==> src/design/critical_signal_timeout_monitor_top_defines.svh <==
// ----------------------------------------------------------------------------
// Critical signal timeout monitor - assertion macros
// Shared assertion wrappers for the monitor's RTL. Clocked on clock.
// ----------------------------------------------------------------------------
`ifndef CRITICAL_SIGNAL_TIMEOUT_MONITOR_TOP_DEFINES_SVH
`define CRITICAL_SIGNAL_TIMEOUT_MONITOR_TOP_DEFINES_SVH

// Checked outside reset only.
`define CTM_ASSERT(label, prop, msg) \
   label: assert property (@(posedge clock) disable iff (reset) (prop)) else $error(msg);

// Checked at every edge, reset included.
`define CTM_ASSERT_ALWAYS(label, prop, msg) \
   label: assert property (@(posedge clock) (prop)) else $error(msg);

`endif

==> src/design/ctmon_pkg.sv <==
// ----------------------------------------------------------------------------
// Critical signal timeout monitor - package
// Field widths, transaction kind codes, register indexes and cell link types.
// ----------------------------------------------------------------------------
package ctmon_pkg;

   localparam int ID_W       = 29;
   localparam int TICK_W     = 32;
   localparam int KIND_W     = 3;
   localparam int CSR_DATA_W = 32;
   localparam int CSR_ADDR_W = 5;
   localparam int REG_IDX_W  = 3;
   localparam int ID_REGS    = 4;
   localparam int ID_IDX_W   = 2;

   // transaction kinds
   localparam logic [KIND_W-1:0] KIND_TICK  = 3'd0;
   localparam logic [KIND_W-1:0] KIND_FRAME = 3'd1;
   localparam logic [KIND_W-1:0] KIND_CHECK = 3'd2;
   localparam logic [KIND_W-1:0] KIND_START = 3'd3;
   localparam logic [KIND_W-1:0] KIND_STOP  = 3'd4;

   // register indexes (byte address / 4)
   localparam logic [REG_IDX_W-1:0] REG_WATCHED_ID_0 = 3'd0;
   localparam logic [REG_IDX_W-1:0] REG_TIMEOUT      = 3'd4;

   localparam logic [TICK_W-1:0] TIMEOUT_RESET = 32'd1000;

   // per-transaction controls broadcast to every cell
   typedef struct packed {
      logic            frame;
      logic            start;
      logic [ID_W-1:0] frame_id;
   } cell_op_type;

   // data handed from one cell to the next
   typedef struct packed {
      logic            matched;
      logic            fail;
      logic [ID_W-1:0] fail_id;
   } cell_link_type;

endpackage

==> src/design/ctmon_cell.sv <==
// ----------------------------------------------------------------------------
// Critical signal timeout monitor - slot cell
// Holds one slot's last-seen stamp; matches frames and checks the slot's age.
// ----------------------------------------------------------------------------
module ctmon_cell (
   input  logic                              clock,
   input  logic                              reset,
   input  logic                              op_en,
   input  ctmon_pkg::cell_op_type            op,
   input  logic [ctmon_pkg::ID_W-1:0]        watched_id,
   input  logic [ctmon_pkg::TICK_W-1:0]      tick_count,
   input  logic [ctmon_pkg::TICK_W-1:0]      timeout_ticks,
   input  ctmon_pkg::cell_link_type          link_in,
   output ctmon_pkg::cell_link_type          link_out
);

   logic [ctmon_pkg::TICK_W-1:0] last_seen_ff;
   logic [ctmon_pkg::TICK_W-1:0] last_seen_in;
   logic [ctmon_pkg::TICK_W-1:0] age;
   logic                         hit;
   logic                         too_old;

   assign hit     = op.frame && (watched_id == op.frame_id);
   assign age     = tick_count - last_seen_ff;   // wraps mod 2^32
   assign too_old = age > timeout_ticks;

   // lowest matching slot wins the stamp; highest failing slot wins the id
   always_comb begin
      link_out.matched = link_in.matched | hit;
      link_out.fail    = link_in.fail | too_old;
      link_out.fail_id = too_old ? watched_id : link_in.fail_id;
   end

   always_comb begin
      last_seen_in = last_seen_ff;
      if (op.start) begin
         last_seen_in = '0;
      end else if (hit && !link_in.matched) begin
         last_seen_in = tick_count;
      end
   end

   always_ff @(posedge clock) begin
      if (reset) begin
         last_seen_ff <= '0;
      end else if (op_en) begin
         last_seen_ff <= last_seen_in;
      end
   end

endmodule

==> src/design/critical_signal_timeout_monitor_top.sv <==
// ----------------------------------------------------------------------------
// Critical signal timeout monitor - top level
// Watchdog over safety-critical bus messages with a row of per-slot cells.
// ----------------------------------------------------------------------------
// One transaction is taken every clock while req_stall is low. Each input
// transaction is a tick, a frame, a check, a start or a stop; each yields
// exactly one result, registered and presented on the rsp_ channel the cycle
// after acceptance. Throughput is one transaction per clock as long as
// rsp_stall is low; req_stall rises only while a result is held waiting.
// The per-transaction path is the row of NUM_SIGNALS slot cells: each cell
// matches the frame id and compares its wrapped age against timeout_ticks in
// parallel, and the priority (first match / last failure) ripples along the
// row. Registers (APB, 4-byte stride): watched_id_0..3 at 0x00..0x0C,
// timeout_ticks at 0x10 (reset 1000). Write registers only while idle.
// No clearing pass after reset: all state resets at once.
// ----------------------------------------------------------------------------
`include "critical_signal_timeout_monitor_top_defines.svh"

module critical_signal_timeout_monitor_top #(
   parameter int NUM_SIGNALS = 4   // 1..6 slots; slots above 4 watch id 0
) (
   input  logic                                clock,
   input  logic                                reset,
   // input channel
   input  logic                                req_valid,
   output logic                                req_stall,
   input  logic [ctmon_pkg::KIND_W-1:0]        req_kind,
   input  logic [ctmon_pkg::ID_W-1:0]          req_frame_id,
   // result channel
   output logic                                rsp_valid,
   input  logic                                rsp_stall,
   output logic                                rsp_is_critical,
   output logic                                rsp_circuit_closed,
   output logic                                rsp_fault_now,
   output logic [ctmon_pkg::ID_W-1:0]          rsp_last_fail_id,
   // configuration port
   input  logic                                csr_psel,
   input  logic                                csr_penable,
   input  logic                                csr_pwrite,
   input  logic [ctmon_pkg::CSR_ADDR_W-1:0]    csr_paddr,
   input  logic [ctmon_pkg::CSR_DATA_W-1:0]    csr_pwdata,
   output logic [ctmon_pkg::CSR_DATA_W-1:0]    csr_prdata,
   output logic                                csr_pready
);

   // ---------------------------------------------------------------------
   // Configuration registers
   // ---------------------------------------------------------------------
   logic [ctmon_pkg::ID_W-1:0]      watched_id_ff [ctmon_pkg::ID_REGS];
   logic [ctmon_pkg::TICK_W-1:0]    timeout_ff;
   logic [ctmon_pkg::REG_IDX_W-1:0] csr_idx;
   logic                            csr_wr;

   assign csr_pready = 1'b1;
   assign csr_idx    = csr_paddr[ctmon_pkg::CSR_ADDR_W-1:2];
   assign csr_wr     = csr_psel && csr_penable && csr_pwrite && csr_pready;

   always_ff @(posedge clock) begin
      if (reset) begin
         for (int i = 0; i < ctmon_pkg::ID_REGS; i++) begin
            watched_id_ff[i] <= '0;
         end
         timeout_ff <= ctmon_pkg::TIMEOUT_RESET;
      end else if (csr_wr) begin
         // id registers of slots that do not exist ignore writes
         if ((int'(csr_idx) < ctmon_pkg::ID_REGS) && (int'(csr_idx) < NUM_SIGNALS)) begin
            watched_id_ff[csr_idx[ctmon_pkg::ID_IDX_W-1:0]] <=
               csr_pwdata[ctmon_pkg::ID_W-1:0];
         end else if (csr_idx == ctmon_pkg::REG_TIMEOUT) begin
            timeout_ff <= csr_pwdata;
         end
      end
   end

   always_comb begin
      csr_prdata = '0;
      if (int'(csr_idx) < ctmon_pkg::ID_REGS) begin
         csr_prdata = {{(ctmon_pkg::CSR_DATA_W - ctmon_pkg::ID_W){1'b0}},
                       watched_id_ff[csr_idx[ctmon_pkg::ID_IDX_W-1:0]]};
      end else if (csr_idx == ctmon_pkg::REG_TIMEOUT) begin
         csr_prdata = timeout_ff;
      end
   end

   // ---------------------------------------------------------------------
   // Handshake: one output register; accept when it is free or draining
   // ---------------------------------------------------------------------
   logic rsp_valid_ff;
   logic accept;

   assign req_stall = rsp_valid_ff && rsp_stall;
   assign accept    = req_valid && !req_stall;

   // ---------------------------------------------------------------------
   // Decode
   // ---------------------------------------------------------------------
   logic                   running_ff;
   logic                   is_tick;
   logic                   is_frame;
   logic                   is_check;
   logic                   is_start;
   logic                   is_stop;
   ctmon_pkg::cell_op_type op;

   always_comb begin
      is_tick  = 1'b0;
      is_frame = 1'b0;
      is_check = 1'b0;
      is_start = 1'b0;
      is_stop  = 1'b0;
      case (req_kind)
         ctmon_pkg::KIND_TICK:  is_tick  = 1'b1;
         ctmon_pkg::KIND_FRAME: is_frame = 1'b1;
         ctmon_pkg::KIND_CHECK: is_check = 1'b1;
         ctmon_pkg::KIND_START: is_start = 1'b1;
         ctmon_pkg::KIND_STOP:  is_stop  = 1'b1;
         default: ;             // unused kinds report state only
      endcase
   end

   assign op.frame    = is_frame;
   assign op.start    = is_start;
   assign op.frame_id = req_frame_id;

   // ---------------------------------------------------------------------
   // Row of slot cells
   // ---------------------------------------------------------------------
   logic [ctmon_pkg::TICK_W-1:0] tick_ff;
   logic [ctmon_pkg::ID_W-1:0]   slot_id [NUM_SIGNALS];
   ctmon_pkg::cell_link_type     link    [NUM_SIGNALS+1];

   assign link[0] = '0;

   for (genvar g = 0; g < NUM_SIGNALS; g++) begin : g_slot
      if (g < ctmon_pkg::ID_REGS) begin : g_reg
         assign slot_id[g] = watched_id_ff[g];
      end else begin : g_fixed
         assign slot_id[g] = '0;
      end

      ctmon_cell u_cell (
         .clock         (clock),
         .reset         (reset),
         .op_en         (accept),
         .op            (op),
         .watched_id    (slot_id[g]),
         .tick_count    (tick_ff),
         .timeout_ticks (timeout_ff),
         .link_in       (link[g]),
         .link_out      (link[g+1])
      );
   end

   // ---------------------------------------------------------------------
   // Global state and result
   // ---------------------------------------------------------------------
   logic [ctmon_pkg::TICK_W-1:0] tick_in;
   logic                         running_in;
   logic [ctmon_pkg::ID_W-1:0]   failed_id_ff;
   logic [ctmon_pkg::ID_W-1:0]   failed_id_in;
   logic                         closed_ff;
   logic                         closed_in;
   logic                         check_run;
   logic                         fault;

   logic                         rsp_is_critical_ff;
   logic                         rsp_circuit_closed_ff;
   logic                         rsp_fault_now_ff;
   logic [ctmon_pkg::ID_W-1:0]   rsp_last_fail_id_ff;

   assign check_run = is_check && running_ff;
   assign fault     = check_run && link[NUM_SIGNALS].fail;

   always_comb begin
      tick_in      = tick_ff;
      running_in   = running_ff;
      failed_id_in = failed_id_ff;
      closed_in    = closed_ff;
      if (is_tick && running_ff) begin
         tick_in = tick_ff + ctmon_pkg::TICK_W'(1);
      end
      if (check_run) begin
         closed_in = !link[NUM_SIGNALS].fail;
         if (link[NUM_SIGNALS].fail) begin
            failed_id_in = link[NUM_SIGNALS].fail_id;
         end
      end
      if (is_start) begin
         tick_in    = '0;
         running_in = 1'b1;
      end
      if (is_stop) begin
         running_in = 1'b0;
      end
   end

   always_ff @(posedge clock) begin
      if (reset) begin
         tick_ff      <= '0;
         running_ff   <= 1'b0;
         failed_id_ff <= '0;
         closed_ff    <= 1'b0;
         rsp_valid_ff <= 1'b0;
      end else begin
         if (accept) begin
            tick_ff      <= tick_in;
            running_ff   <= running_in;
            failed_id_ff <= failed_id_in;
            closed_ff    <= closed_in;
            rsp_valid_ff <= 1'b1;
         end else if (!rsp_stall) begin
            rsp_valid_ff <= 1'b0;
         end
      end
   end

   // result payload, no reset needed
   always_ff @(posedge clock) begin
      if (accept) begin
         rsp_is_critical_ff    <= is_frame && link[NUM_SIGNALS].matched;
         rsp_circuit_closed_ff <= closed_in;
         rsp_fault_now_ff      <= fault;
         rsp_last_fail_id_ff   <= failed_id_in;
      end
   end

   assign rsp_valid          = rsp_valid_ff;
   assign rsp_is_critical    = rsp_is_critical_ff;
   assign rsp_circuit_closed = rsp_circuit_closed_ff;
   assign rsp_fault_now      = rsp_fault_now_ff;
   assign rsp_last_fail_id   = rsp_last_fail_id_ff;

   // ---------------------------------------------------------------------
   // Assertions
   // ---------------------------------------------------------------------
   `CTM_ASSERT(a_fault_opens,
      rsp_valid_ff && rsp_fault_now_ff |-> !rsp_circuit_closed_ff,
      "fault reported with circuit closed")
   `CTM_ASSERT(a_crit_xor_fault,
      rsp_valid_ff |-> !(rsp_is_critical_ff && rsp_fault_now_ff),
      "critical and fault on one transaction")
   `CTM_ASSERT(a_tick_frozen,
      accept && is_tick && !running_ff |=> $stable(tick_ff),
      "tick counter moved while stopped")
   `CTM_ASSERT_ALWAYS(a_reset_idle,
      reset |=> !rsp_valid_ff,
      "result valid right after reset")

endmodule

==> config.mk <==
export PLATFORM = sky130hd
export DESIGN_NAME = critical_signal_timeout_monitor_top
export DESIGN_NICKNAME = d
export VERILOG_FILES = /design/src/design/ctmon_pkg.sv /design/src/design/ctmon_cell.sv /design/src/design/critical_signal_timeout_monitor_top.sv
export VERILOG_INCLUDE_DIRS = /design/src /design/src/design
export SDC_FILE = /design/constraint.sdc
export NUM_CORES = 1
export LEC_CHECK = 0
export BUFFER_PORTS_ARGS = -buffer_cell sky130_fd_sc_hd__clkbuf_2
export CAP_MARGIN = 20
export CORE_MARGIN = 5
export CORE_UTILIZATION = 35
export CTS_CLUSTER_DIAMETER = 40
export DETAILED_ROUTE_END_ITERATION = 10
export SYNTH_ARGS = -nofsm -noshare
export SYNTH_HDL_FRONTEND = slang
export SYNTH_SLANG_ARGS = --single-unit
==> constraint.sdc <==
create_clock -name clock -period 6.4 [get_ports clock]
set_clock_uncertainty 0.1 [all_clocks]
set_input_delay 0 -clock clock [delete_from_list [all_inputs] [get_ports clock]]
set_output_delay 0 -clock clock [all_outputs]
set_load 0.005 [all_outputs]
==> flow_metrics.py <==
metrics = {
    "run_status": {
        "outcome": "completed",
    },
    "timing": {
        "holdWs_ps": 125.5,
        "finalCritPeriodShare": 0.9559,
        "fin_setup_tns_ps": 0,
        "hold_viol": 0,
        "setup_ws_ps": 282.1,
        "fmax_mhz": 163.5,
        "setup_viol": 0,
        "min_period_ps": 6118,
        "slew_violations": 0,
        "relSlewSlack": 0.2453,
        "tightest_slew_ps": 1132,
    },
    "pwr": {
        "peakVddDrop_mv": 0.1927,
        "finalPower_uw": 7081,
        "leakage_uw": 0.01345,
        "power_density_mw_per_mm2": 217.8,
    },
    "drt": {
        "vias": 23360,
        "drc_errors": 0,
        "antenna_left": 0,
        "dr.first_iter.drc_count": 2373,
        "wl_per_cell_um": 20.03,
        "detail_route.first_pass.iterations": 8,
        "routed_wl_mm": 86.05,
        "vias_per_cell": 5.438,
    },
    "clock_network": {
        "htree_levels": 3,
        "cts_tree": "yes",
        "cts_buffer_depth": 3,
        "numCtsBuffers": 76,
        "cts_root_buffer": "clkbuf_16",
        "clk_latency_ps": 620,
        "path_clk_slew_ps": 50,
        "clock-sinks": 372,
    },
    "die": {
        "fp.dieH_um": 286.1,
        "row_count": 101,
        "coreArea_mm2": 0.07582,
        "die_w_um": 286.1,
        "die-area_mm2": 0.08187,
        "initial_utilization": 0.3520,
        "num_io_pins": 143,
    },
    "synth": {
        "synth_seq_area_share": 0.3346,
        "synthArstFlopShare": 0,
        "synth_fp_nets": 3334,
        "synth_area_per_cell_um2": 8.893,
        "yosysWarningCount": 0,
        "ys.flop_type": "dfxtp_1",
        "synth_area_mm2": 0.02669,
        "ys_ff_latch": 372,
        "netlist_instances": 3001,
        "synth-edff-count": 148,
        "yosysUniqueCellTypes": 81,
    },
    "finish": {
        "drive_above_1_share": 0.1532,
        "n_fill_cell": 7472,
        "layout_common_cells": "a21oi_1, ha_1, dfxtp_1",
        "final_common_cell": "a21oi_1",
        "fin_area_mm2": 0.03252,
        "layout.nets": 3586,
        "area_growth_pct": 21.85,
    },
    "hold_path": {
        "hold_class": "in -> reg",
    },
    "setup_path": {
        "cp-end-kind": "flip-flop",
        "worstSetupStartpointType": "flip-flop",
        "cp.required_ps": 6830,
        "critPathKind": "reg -> reg",
        "crit_arrival_ps": 6540,
        "cp_max_fo": 6,
    },
    "grt": {
        "grt_first_pass_wirelength_mm": 130.5,
        "grt_pass1_vias": 21880,
        "grt_max_degree": 92,
        "grtUsageTotal": 0.2017,
        "overflow": 0,
        "antenna_found_initial": 2,
    },
    "placed_design": {
        "post_dp_cell_area_mm2": 0.02907,
        "dp_hpwl_mm": 63.63,
        "detailedPlace.worstSlack_ps": 221.9,
        "port_buffers": 139,
        "place_congestion": 0.9875,
    },
    "job": {
        "drv_cap": 0,
    },
}
[area by class of cell]
cell class / count / area, um^2 / share of cell area
multi-input cells: 2262 / 16470 / 0.5065
flip-flops and latches: 372 / 8929 / 0.2746
repair buffers: 327 / 2441 / 0.07507
clock buffers: 102 / 2185 / 0.06718
well taps: 978 / 1224 / 0.03763
inverters: 214 / 804.5 / 0.02474
clock inverters: 40 / 462.9 / 0.01424
diodes: 1 / 2.502 / 0.00007696
[routing by layer]
layer	global-route usage	up-vias	share of wire
li1	-	11380	-
met1	0.2893	11060	0.46
met2	0.3104	798	0.44
met3	0.04043	116	0.084
met4	0.05442	2	0.021
met5	0	-	0.000081
[worst paths after layout]
kind | depth (start not counted) | from | endpoint | slack [ps]
max | 26 | tick_ff[0] | failed_id_ff[14] | 280
min | 5 | req_frame_id[14] | rsp_is_critical | 130
max reg2reg | 26 | tick_ff[0] | failed_id_ff[14] | 280
min reg2reg | 2 | g_slot[1].u_cell.last_seen_ff[6] | g_slot[1].u_cell.last_seen_ff[6] | 360
[timing repair]
item,in CTS,in global routing
hold buffers,66,0
buffers inserted,0,4
hold endpoints to repair,199,0
setup endpoints to repair,0,59
gates resized for setup,0,10
[state kept, by name, summed over array words and instances, names as in the netlist]
name	count
tick_ff	32
watched_id_ff	116
rsp_is_critical	1
running_ff	1
timeout_ff	32
rsp_valid	1
rsp_circuit_closed	1
rsp_fault_now	1
closed_ff	1
g_slot.u_cell.last_seen_ff	128
rsp_last_fail_id	29
failed_id_ff	29
[cells in the mapped netlist, types with 33 or more instances]
| cell type | count | area share |
|---|---|---|
| nand3_1 | 73 | 0.014 |
| mux2i_1 | 33 | 0.012 |
| o21ai_0 | 79 | 0.015 |
| a211oi_1 | 41 | 0.012 |
| clkbuf_1 | 129 | 0.018 |
| a21oi_1 | 303 | 0.057 |
| nor2_1 | 212 | 0.030 |
| ha_1 | 253 | 0.12 |
| xnor2_1 | 140 | 0.046 |
| and2_1 | 131 | 0.031 |
| dfxtp_1 | 224 | 0.17 |
| edfxtp_1 | 148 | 0.17 |
| inv_1 | 213 | 0.030 |
| a22oi_1 | 35 | 0.0098 |
| a21o_1 | 103 | 0.029 |
| xor2_1 | 111 | 0.036 |
| nand2_1 | 199 | 0.028 |
| nand4_1 | 68 | 0.016 |
| nand3b_1 | 37 | 0.010 |
| nor3_1 | 36 | 0.0068 |
[stage by stage]
stage,std cells,utilization
after global routing,4296,0.4289
after floorplan,3001,-
final,4296,0.4289
after CTS,4289,0.4271
after detailed placement,4081,0.3834
after global placement,4081,0.3834
[worst max-delay path, stage by stage, from the launching register on]
cell	delay, ps
dfxtp_1	300
inv_1	130
ha_1	200
inv_1	60
fa_1	420
a211oi_1	230
nor2_1	130
o311a_1	390
o2111ai_1	260
a31oi_1	180
o2111ai_1	400
a31oi_2	240
nor4_1	230
a211oi_1	100
ha_1	310
nand4_1	270
nor4_2	400
buf_4	190
nand2_1	60
o2bb2ai_1	130
buf_4	170
a211oi_4	340
buf_4	240
a222oi_1	90
buf_4	160
buf_4	120
a211oi_1	170
[cell families (layout without fill, tap and decap cells)]
kind of cell | count (synthesis) | count (layout) | synth area share
and+or+nand+nor | 899 | 899 | 0.1727
AOI/OAI and AO/OA | 763 | 763 | 0.1862
DFF | 372 | 372 | 0.3346
buffers and inverters | 367 | 683 | 0.05326
adders and majority gates | 257 | 257 | 0.1216
xor gates and xnor gates | 251 | 251 | 0.08238
muxes | 91 | 91 | 0.04909
other | 1 | 2 | 0.0001405
[power by group]
group          total [uW]  switching, uW  internal, uW
registers            2580           51.1          2520
clock network        4030           1430          2600
logic                 472            303           169
total                7080           1780          5300
No activity file was read; power rests on OpenSTA's default activity.
